### config.mk
export PLATFORM = sky130hd
export DESIGN_NAME = positional_deque_core
export DESIGN_NICKNAME = d
export VERILOG_FILES = /design/src/rtl/core/pdq_pkg.sv /design/src/rtl/core/pdq_ctrl.sv /design/src/rtl/core/pdq_datapath.sv /design/src/rtl/core/positional_deque_core.sv
export VERILOG_INCLUDE_DIRS = /design/src /design/src/rtl/core
export SDC_FILE = /design/constraint.sdc
export NUM_CORES = 2
export LEC_CHECK = 0
export ABC_AREA = 1
export BUFFER_PORTS_ARGS = -buffer_cell sky130_fd_sc_hd__buf_2
export CAP_MARGIN = 20
export CORE_MARGIN = 1.5
export CORE_UTILIZATION = 40
export CTS_CLUSTER_DIAMETER = 80
export CTS_CLUSTER_SIZE = 8
export DETAILED_ROUTE_END_ITERATION = 10
export PLACE_DENSITY_LB_ADDON = 0.15
export SYNTH_ARGS = -nofsm -noshare
export SYNTH_HDL_FRONTEND = slang
export SYNTH_HIERARCHICAL = 1
export SYNTH_SLANG_ARGS = --single-unit
### constraint.sdc
create_clock -name clk -period 8.5 [get_ports clk]
set_input_delay 1.275 -clock clk [delete_from_list [all_inputs] [get_ports clk]]
set_output_delay 1.275 -clock clk [all_outputs]
set_load 0.005 [all_outputs]
### src/rtl/core/assert_macros.svh
// ---------------------------------------------------------------------------
// assert_macros.svh
// Concurrent assertion helpers shared by the core RTL.
// ---------------------------------------------------------------------------
`ifndef ASSERT_MACROS_SVH
`define ASSERT_MACROS_SVH

`ifndef SYNTHESIS

// Check that a property holds at every clock edge outside reset.
`define ASSERT_PROP(lbl, clk, rst_n, prop) \
    lbl: assert property (@(posedge clk) disable iff (!rst_n) prop) \
        else $error("assertion failed");

// Check that an expression is never true outside reset.
`define ASSERT_NEVER(lbl, clk, rst_n, expr) \
    lbl: assert property (@(posedge clk) disable iff (!rst_n) !(expr)) \
        else $error("forbidden condition seen");

`else

`define ASSERT_PROP(lbl, clk, rst_n, prop)
`define ASSERT_NEVER(lbl, clk, rst_n, expr)

`endif

`endif

### src/rtl/core/pdq_pkg.sv
// ---------------------------------------------------------------------------
// pdq_pkg
// Types, sizes and codes shared by the positional deque core.
// ---------------------------------------------------------------------------
package pdq_pkg;

    localparam int DEPTH      = 16;
    localparam int DATA_WIDTH = 32;

    // Fixed widths of the beat fields
    localparam int OP_W    = 3;
    localparam int POS_W   = 5;
    localparam int FIELD_W = 32;
    localparam int TOTAL_W = 5;

    // Derived sizes
    localparam int CNT_W = $clog2(DEPTH + 1);
    localparam int IDX_W = $clog2(DEPTH);
    localparam int CMP_W = (CNT_W > POS_W) ? CNT_W : POS_W;

    typedef logic [DATA_WIDTH-1:0] word_t;
    typedef logic [FIELD_W-1:0]    data_field_t;
    typedef logic [TOTAL_W-1:0]    total_field_t;
    typedef logic [CNT_W-1:0]      count_t;
    typedef logic [IDX_W-1:0]      index_t;
    typedef logic [CMP_W-1:0]      cmp_t;

    typedef enum logic [OP_W-1:0] {
        OP_PUSH_HEAD = 3'd0,
        OP_PUSH_TAIL = 3'd1,
        OP_INSERT    = 3'd2,
        OP_POP_HEAD  = 3'd3,
        OP_POP_TAIL  = 3'd4,
        OP_REMOVE    = 3'd5
    } op_t;

    typedef enum logic [1:0] {
        ST_OK     = 2'd0,
        ST_EMPTY  = 2'd1,
        ST_FULL   = 2'd2,
        ST_BADPOS = 2'd3
    } status_t;

    typedef enum logic {
        S_IDLE = 1'b0,
        S_EXEC = 1'b1
    } state_t;

    typedef struct packed {
        logic [OP_W-1:0]  operation;
        logic [POS_W-1:0] position;
        data_field_t      data_in;
    } in_item_t;

    typedef struct packed {
        data_field_t      data_out;
        logic [1:0]       status;
        total_field_t     entry_total;
        logic             is_empty;
    } out_item_t;

    // Controller to datapath
    typedef struct packed {
        logic    load;
        logic    place;
        logic    take;
        logic    emit;
        status_t res_status;
    } dp_cmd_t;

    // Datapath to controller
    typedef struct packed {
        logic is_push;
        logic is_pop;
        logic full;
        logic empty;
        logic pos_ok;
    } dp_status_t;

endpackage

### src/rtl/core/pdq_ctrl.sv
// ---------------------------------------------------------------------------
// pdq_ctrl
// Sequencer: takes a beat, picks the action and the status, emits the result.
// ---------------------------------------------------------------------------
`include "assert_macros.svh"

module pdq_ctrl (
    input  logic                clk,
    input  logic                rst_n,
    input  logic                start,
    output logic                busy,
    output logic                done,
    input  pdq_pkg::dp_status_t dp_status,
    output pdq_pkg::dp_cmd_t    dp_cmd
);

    pdq_pkg::state_t state_reg, state_next;
    logic            done_reg, done_next;

    always_ff @(posedge clk or negedge rst_n)
    begin
        if (!rst_n)
        begin
            state_reg <= pdq_pkg::S_IDLE;
            done_reg  <= 1'b0;
        end
        else
        begin
            state_reg <= state_next;
            done_reg  <= done_next;
        end
    end

    always_comb
    begin
        state_next        = state_reg;
        done_next         = 1'b0;
        dp_cmd            = '0;
        dp_cmd.res_status = pdq_pkg::ST_OK;
        unique case (state_reg)
            pdq_pkg::S_IDLE:
            begin
                if (start)
                begin
                    dp_cmd.load = 1'b1;
                    state_next  = pdq_pkg::S_EXEC;
                end
            end
            pdq_pkg::S_EXEC:
            begin
                dp_cmd.emit = 1'b1;
                done_next   = 1'b1;
                state_next  = pdq_pkg::S_IDLE;
                if (dp_status.is_push)
                begin
                    // drop the word when full
                    if (dp_status.full)
                        dp_cmd.res_status = pdq_pkg::ST_FULL;
                    else
                        dp_cmd.place = 1'b1;
                end
                else if (dp_status.is_pop)
                begin
                    if (dp_status.empty)
                        dp_cmd.res_status = pdq_pkg::ST_EMPTY;
                    else if (!dp_status.pos_ok)
                        dp_cmd.res_status = pdq_pkg::ST_BADPOS;
                    else
                        dp_cmd.take = 1'b1;
                end
            end
            default:
            begin
                state_next = pdq_pkg::S_IDLE;
            end
        endcase
    end

    assign busy = (state_reg != pdq_pkg::S_IDLE);
    assign done = done_reg;

    `ASSERT_PROP(a_load_then_emit, clk, rst_n, dp_cmd.load |=> dp_cmd.emit)
    `ASSERT_NEVER(a_place_and_take, clk, rst_n, dp_cmd.place && dp_cmd.take)
    `ASSERT_PROP(a_emit_then_done, clk, rst_n, dp_cmd.emit |=> done)

endmodule

### src/rtl/core/pdq_datapath.sv
// ---------------------------------------------------------------------------
// pdq_datapath
// Slot cells, occupancy count, index decode and the result register.
// ---------------------------------------------------------------------------
`include "assert_macros.svh"

module pdq_datapath (
    input  logic                clk,
    input  logic                rst_n,
    input  pdq_pkg::in_item_t   cmd_in,
    input  pdq_pkg::dp_cmd_t    dp_cmd,
    output pdq_pkg::dp_status_t dp_status,
    output pdq_pkg::out_item_t  result
);

    pdq_pkg::in_item_t  item_reg;
    pdq_pkg::out_item_t result_reg, result_next;
    pdq_pkg::count_t    occ_reg, occ_next;
    pdq_pkg::word_t     slot_reg  [pdq_pkg::DEPTH];
    pdq_pkg::word_t     slot_next [pdq_pkg::DEPTH];
    pdq_pkg::word_t     prev_w    [pdq_pkg::DEPTH];
    pdq_pkg::word_t     succ_w    [pdq_pkg::DEPTH];
    pdq_pkg::word_t     word_in;
    pdq_pkg::cmp_t      occ_w, pos_w, place_w, take_w;
    pdq_pkg::index_t    place_idx, take_idx;

    // Latch the beat
    always_ff @(posedge clk)
    begin
        if (dp_cmd.load)
            item_reg <= cmd_in;
    end

    assign word_in = pdq_pkg::word_t'(item_reg.data_in);
    assign occ_w   = pdq_pkg::cmp_t'(occ_reg);
    assign pos_w   = pdq_pkg::cmp_t'(item_reg.position);

    // Decode the operation into indexes and flags
    always_comb
    begin
        dp_status.is_push = 1'b0;
        dp_status.is_pop  = 1'b0;
        dp_status.pos_ok  = 1'b1;
        dp_status.full    = (occ_reg == pdq_pkg::count_t'(pdq_pkg::DEPTH));
        dp_status.empty   = (occ_reg == '0);
        place_w           = '0;
        take_w            = '0;
        unique case (item_reg.operation) inside
            pdq_pkg::OP_PUSH_HEAD:
            begin
                dp_status.is_push = 1'b1;
            end
            pdq_pkg::OP_PUSH_TAIL:
            begin
                dp_status.is_push = 1'b1;
                place_w           = occ_w;
            end
            pdq_pkg::OP_INSERT:
            begin
                dp_status.is_push = 1'b1;
                if (pos_w <= pdq_pkg::cmp_t'(1))
                    place_w = '0;
                else if (pos_w > occ_w)
                    place_w = occ_w;
                else
                    place_w = pos_w - pdq_pkg::cmp_t'(1);
            end
            pdq_pkg::OP_POP_HEAD:
            begin
                dp_status.is_pop = 1'b1;
            end
            pdq_pkg::OP_POP_TAIL:
            begin
                dp_status.is_pop = 1'b1;
                take_w           = occ_w - pdq_pkg::cmp_t'(1);
            end
            pdq_pkg::OP_REMOVE:
            begin
                dp_status.is_pop = 1'b1;
                dp_status.pos_ok = (pos_w != '0) && (pos_w <= occ_w);
                take_w           = pos_w - pdq_pkg::cmp_t'(1);
            end
            default:
            begin
                dp_status.pos_ok = 1'b1;
            end
        endcase
    end

    assign place_idx = place_w[pdq_pkg::IDX_W-1:0];
    assign take_idx  = take_w[pdq_pkg::IDX_W-1:0];

    // Neighbour taps for each cell
    for (genvar g = 0; g < pdq_pkg::DEPTH; g++)
    begin : g_cell
        if (g == 0)
        begin : g_first
            assign prev_w[g] = '0;
        end
        else
        begin : g_prev
            assign prev_w[g] = slot_reg[g-1];
        end
        if (g == pdq_pkg::DEPTH - 1)
        begin : g_last
            assign succ_w[g] = slot_reg[g];
        end
        else
        begin : g_succ
            assign succ_w[g] = slot_reg[g+1];
        end

        // Hold below the index; a place loads the word at it and shifts above it, a take shifts down from it
        always_comb
        begin
            slot_next[g] = slot_reg[g];
            if (dp_cmd.place)
            begin
                if (pdq_pkg::index_t'(g) == place_idx)
                    slot_next[g] = word_in;
                else if (pdq_pkg::index_t'(g) > place_idx)
                    slot_next[g] = prev_w[g];
            end
            else if (dp_cmd.take && (pdq_pkg::index_t'(g) >= take_idx))
            begin
                slot_next[g] = succ_w[g];
            end
        end

        always_ff @(posedge clk)
        begin
            slot_reg[g] <= slot_next[g];
        end
    end

    always_comb
    begin
        occ_next = occ_reg;
        if (dp_cmd.place)
            occ_next = occ_reg + pdq_pkg::count_t'(1);
        else if (dp_cmd.take)
            occ_next = occ_reg - pdq_pkg::count_t'(1);
    end

    always_ff @(posedge clk or negedge rst_n)
    begin
        if (!rst_n)
            occ_reg <= '0;
        else
            occ_reg <= occ_next;
    end

    always_comb
    begin
        result_next.data_out    = '0;
        if (dp_cmd.take)
            result_next.data_out = pdq_pkg::data_field_t'(slot_reg[take_idx]);
        result_next.status      = dp_cmd.res_status;
        result_next.entry_total = pdq_pkg::total_field_t'(occ_next);
        result_next.is_empty    = (occ_next == '0);
    end

    always_ff @(posedge clk)
    begin
        if (dp_cmd.emit)
            result_reg <= result_next;
    end

    assign result = result_reg;

    `ASSERT_NEVER(a_occ_range, clk, rst_n, occ_reg > pdq_pkg::count_t'(pdq_pkg::DEPTH))
    `ASSERT_PROP(a_place_not_full, clk, rst_n, dp_cmd.place |-> !dp_status.full)
    `ASSERT_PROP(a_take_dec, clk, rst_n,
                 dp_cmd.take |=> occ_reg == $past(occ_reg) - pdq_pkg::count_t'(1))

endmodule

### src/rtl/core/positional_deque_core.sv
// ---------------------------------------------------------------------------
// positional_deque_core
// Ordered store of up to DEPTH words with head, tail and positional access.
// ---------------------------------------------------------------------------
// Usage:
//   Drive an operation beat on cmd and raise start. The beat is taken at the
//   rising edge where start is high and busy is low; busy then stays high for
//   one cycle while the sequencer works on it.
//   Each beat gives exactly one result beat on result, marked by done, which
//   is registered together with the result and stays high for exactly one
//   cycle, so the result is taken at the edge that ends the done pulse.
//   The receiver cannot hold results off: sample result whenever done is high.
//   The core takes no new beat while busy. A new beat may be started in the
//   same cycle that the previous result is shown, since the result sits in
//   its own register.
//   The sequencer first latches the beat; then the slot cells shift in
//   parallel and the result is registered.
//   Pushes into a full store are dropped (status full); pops on an empty
//   store and removals at a bad position leave the store unchanged.
//   Reset (rst_n low) clears the count and the sequencer; slot contents are
//   left as they are and are only ever read below the count.
// ---------------------------------------------------------------------------
module positional_deque_core (
    input  logic               clk,
    input  logic               rst_n,
    input  logic               start,
    input  pdq_pkg::in_item_t  cmd,
    output logic               busy,
    output logic               done,
    output pdq_pkg::out_item_t result
);

    // Command and status between sequencer and datapath
    pdq_pkg::dp_cmd_t    dp_cmd;
    pdq_pkg::dp_status_t dp_status;

    // Sequencer: accept the beat, choose place or take, strobe the result
    pdq_ctrl u_ctrl (
        .clk       (clk),
        .rst_n     (rst_n),
        .start     (start),
        .busy      (busy),
        .done      (done),
        .dp_status (dp_status),
        .dp_cmd    (dp_cmd)
    );

    // Datapath: slot cells, count and result register
    pdq_datapath u_datapath (
        .clk       (clk),
        .rst_n     (rst_n),
        .cmd_in    (cmd),
        .dp_cmd    (dp_cmd),
        .dp_status (dp_status),
        .result    (result)
    );

endmodule
# After elaboration in Yosys (flattened, before gate mapping)
# Memory sizes are Yosys's and may differ from the RTL's. A register that Yosys moved wholly into a read port is not among the register bits.
# Cells that the tools add are included.
# totals
ram_bits	512
wordCells	181
register_bits	55
out_inout_bits	42
inputBits	43
mem_count	1
# mem_list
name	words	word_bits	read_ports	rd_ports_with_merged_regs	wr	line_no	rtl
u_datapath.slot_reg	16	32	17	1	16	pdq_datapath.sv:19	pdq_pkg::word_t slot_reg [pdq_pkg::DEPTH];
# classes
bitwise_logic	1
eq_ne	21
order_cmp	34
n_mux	88
reduce_logical	24
addsub	3
# ops
op	n
$mux W32	63
$eq A4 B4 Y1 const A	8
$gt A4 B4 Y1 const A	8
$ge A4 B4 Y1 const A	7
$eq A3 B4 Y1 const A	4
$ge A3 B4 Y1 const A	4
$gt A3 B4 Y1 const A	4
$logic_and A1 B1 Y1	16
$pmux W4 S2	2
$mux W5	3
$mux W1	12
$logic_not A5 Y1	2
$mux W2	5
$eq A2 B4 Y1 const A	2
$ge A1 B4 Y1 const A	2
$ge A2 B4 Y1 const A	2
$gt A1 B4 Y1 const A	2
$gt A2 B4 Y1 const A	2
$mux W4	2
$eq A3 B2 Y1 const B	2
$eq A3 B3 Y1 const B	2
$reduce_or A3 Y1	2
$add A5 B1 Y5 const B	1
$eq A5 B5 Y1 const B	1
other kinds (13)	13

# Longest topological paths before layout
# depth
depth_word	11
mapped_depth	18

# By module
# The synthesis kept the hierarchy.
# by_module_without_submodules
mod	area_each_um2	instances	cells_each
pdq_datapath	36446.2	1	4863
pdq_ctrl	138.9	1	20

# Worst setup path before layout
# OpenSTA, ideal clock, no wires.
# synth_path
kind	reg2reg
startpoint	register, netlist name u_datapath/occ_reg[0]
endpoint	memory u_datapath/slot_reg[3][0] (netlist bit) (enable)
path_buffers	1
path_stages_with_launch	13
path_slack_ns	2.614
arrival_time_ns	5.416
setup_ns	0.470
path_cell_list	dfrtp_1 -> inv_1 -> ha_1 -> nand2_1 -> nor2_1 -> inv_1 -> nand2_1 -> nor2_1 -> clkbuf_1 -> inv_2 -> nand2_1 -> inv_1 -> a211oi_1
# synth_lines
item	line_no
end, declared	pdq_datapath.sv:19

==> results.yml <==
status:
  status: "finished, final reports clean"
setup_path:
  end_kind: "register"
  path_max_fanout: 61
  critPathLaunchType: "register"
  r2r-start: "u_datapath/occ_reg[3]"
  slowest_delay_ps: 950
  cp_cell_sequence: "inv_1 -> ha_1 -> nand2_1 -> nor2_1 -> nand2_1 -> nand2_2 -> nand2_1 -> nand3_1 -> nand2_2 -> nor2_4 -> buf_4 -> nand2_2 -> a22oi_2 -> buf_4"
  critical-path-top-delay-family: "simple AND/OR/NAND/NOR gates"
  r2r_end: "u_datapath/slot_reg[8][20]"
  cp.arrival_ps: 5280
  critPathRequiredTime_ps: 8770
  path_buf_inv: 3
  critPathKind: "register to register"
  crit_path_top_delay_cell: "nand2_2"
  r2r_cells: 14
  reg2reg_slack_ps: 3490
clock_tree:
  htreeDepth: 3
  cts-root-buf: "clkbuf_16"
  clkLatencyLatePin_ps: 660
  cts.path.max_buffers: 3
  holdBufCountCts: 0
  cts_buffers: 85
  clk_pin_slew_ps: 50
  cts_tree: "done"
  clock_sinks: 599
  cts-resized-gates: 0
  post_cts_buffers: 0
die:
  pin_count: 85
  die_area_um2: 93290
  start_util_pct: 40.52
  die_w_um: 305.4
  row_count: 110
  core_um2: 90290
  die_h_um: 305.4
detailed_routing:
  first_iter_violations: 4556
  vias: 34590
  routed_wl_mm: 145.8
  avgRoutedWirePerCell_um: 24.46
  firstDrtPassIters: 8
  via_per_inst: 5.805
  ant_nets: 0
  post-route-drc-count: 0
final_layout:
  drive_above_1_share_pct: 6.943
  multi_input_area_um2: 15230
  fillers: 9240
  largest_reg_flops: 512
  syn_to_final_growth_pct: 9.723
  nets: 4812
  fin_util_pct: 44.46
  antenna_cells: 0
  regArea_um2: 17950
pwr:
  switching_power_w: 0.003575
  ir_worst_vdd_mv: 0.1609
  p_clk_share_pct: 32.0
  leakage_nw: 18.17
  swShare_pct: 36.20
  pwr-share-comb_pct: 27.0
  pwr-share-seq_pct: 41.0
  cellInternalPower_w: 0.006301
  power_density_nw_per_um2: 246.0
  power_w: 0.009876
timing:
  timing.fmax_mhz: 199.6
  finalHoldViolations: 0
  worstMarginPinSlew_ps: 1206
  relSlewSlack_pct: 19.34
  maxSlewViolCount: 0
  period_needed_ps: 5011
  whs_ps: 448.5
  clock_skew_ps: 26.62
  grt_setup_unrepaired: "false"
  setup_viol: 0
  min_period_over_period_pct: 58.95
  setup-tns-final_ps: 0
place:
  dpl.hpwl_mm: 81.04
  place_congestion: 0.8613
  io_buffer_count: 84
logic_synthesis:
  ys_warn_count: 6
  synth_top_area_share_pct: 48.59
  yosysSeqAreaShare_pct: 49.07
  synthCells: 4883
  avgSynthCellArea_um2: 7.492
  ys_seq_elements: 599
  synth_ff_type: "edfxtp_1"
  synth_area_leaders: "edfxtp_1 (49%), nand2_1 (17%), nand3_1 (13%)"
  synth.cell_area_um2: 36590
  synth_fp_nets: 4936
  async_flop_share_pct: 1.169
  yosys.cell_count.top_type: "nand2_1"
  synth-edff-count: 592
  synth.distinct_cells: 33
  synthTopCellsByCount: "nand2_1 (1683), nand3_1 (981), edfxtp_1 (592)"
  yosys.area.top_type: "edfxtp_1"
global_route:
  antenna_found_initial: 2
  grt_pass1_wl_mm: 214.7
  track_usage_pct: 30.56
  grt_pass1_vias: 32220
  grt_overflow_total: 0
  grt_max_degree: 186
flow_run:
  cap_violations: 0
worst_hold_path:
  hold_path.class: "input port to asynchronous set/reset pin"
[logic make-up (layout without fill, tap and decap cells)]
family	Yosys count	in the layout	synth area share, %
AND/OR/NAND/NOR	2846	2846	32.83
buffers and inverters	918	817	10.06
flip-flops	599	599	49.07
AO/OA/AOI/OAI	504	504	7.551
adder cells (fa/ha/maj)	10	10	0.3420
XOR/XNOR	6	6	0.1437
[through the flow]
stage	area (um^2)	instances	worst slack, ps
2_1_floorplan	36590	4883	2614
3_3_place_gp	37770	5845	3640
3_5_place_dp	37810	5847	3619
4_1_cts	40110	5957	3598
5_1_grt	40140	5958	3390
6_report	40140	5958	3489
[worst max-delay path by stage]
stage                          startpoint                    endpoint  slack, ps  cells past startpoint
floorplan           u_datapath/occ_reg[0]   u_datapath/slot_reg[3][0]       2610                     12
global placement    u_datapath/occ_reg[3]  u_datapath/slot_reg[8][17]       3640                     15
detailed placement  u_datapath/occ_reg[3]  u_datapath/slot_reg[8][27]       3620                     15
CTS                 u_datapath/occ_reg[3]  u_datapath/slot_reg[8][27]       3600                     15
global route        u_datapath/occ_reg[2]  u_datapath/slot_reg[8][30]       3390                     15
finish              u_datapath/occ_reg[3]  u_datapath/slot_reg[8][20]       3490                     14
[placed cells by master (no fill, tap or decap), types with 2 or more instances in the layout]
cell type	netlist	routed
nand3_2	2	3
nor3_1	8	7
a22oi_2	0	2
dfrtp_1	7	6
o22ai_4	0	3
nand2_2	6	19
o211ai_1	63	63
nand2_1	1683	1669
nor2_4	5	15
inv_1	526	524
clkinv_8	0	2
buf_12	0	5
a21oi_4	0	6
a21oi_1	158	152
clkbuf_1	208	17
xnor2_1	3	3
o21ai_0	229	228
xor2_1	3	3
nor4_1	2	2
buf_4	28	81
edfxtp_1	592	592
inv_2	9	7
inv_4	0	2
nor3_2	2	3
a31oi_1	3	2
nor2_1	154	146
clkinv_1	1	2
o22ai_1	44	41
buf_2	105	84
nand3_1	981	980
clkbuf_16	0	87
inv_6	0	3
ha_1	10	10
[final cells by class]
class | instances | share of cell area, %
timing repair buffer | 171 | 2.880
sequential | 599 | 44.72
tap | 1176 | 3.665
inverter | 536 | 5.056
clock inverter | 6 | 0.1558
clock buffer | 104 | 5.582
multi-input combinational | 3366 | 37.94
[power by group through the flow]
stage               sequential (W)  combinational, W  clock (W)
global placement           0.00409           0.00258          0
CTS                        0.00404           0.00260    0.00321
global route               0.00408           0.00288    0.00330
finish                     0.00405           0.00267    0.00316
detailed placement         0.00409           0.00259          0
floorplan                  0.00403           0.00166          0
[per-layer routing]
metal	track usage (%)	vias up	part of all wire (%)
li1	-	15790	-
met3	4.735	293	9.1
met1	43.30	16640	43
met2	47.49	1865	45
met5	0	-	0
met4	10.54	0	3.3
(Power assumes the default switching activity.)
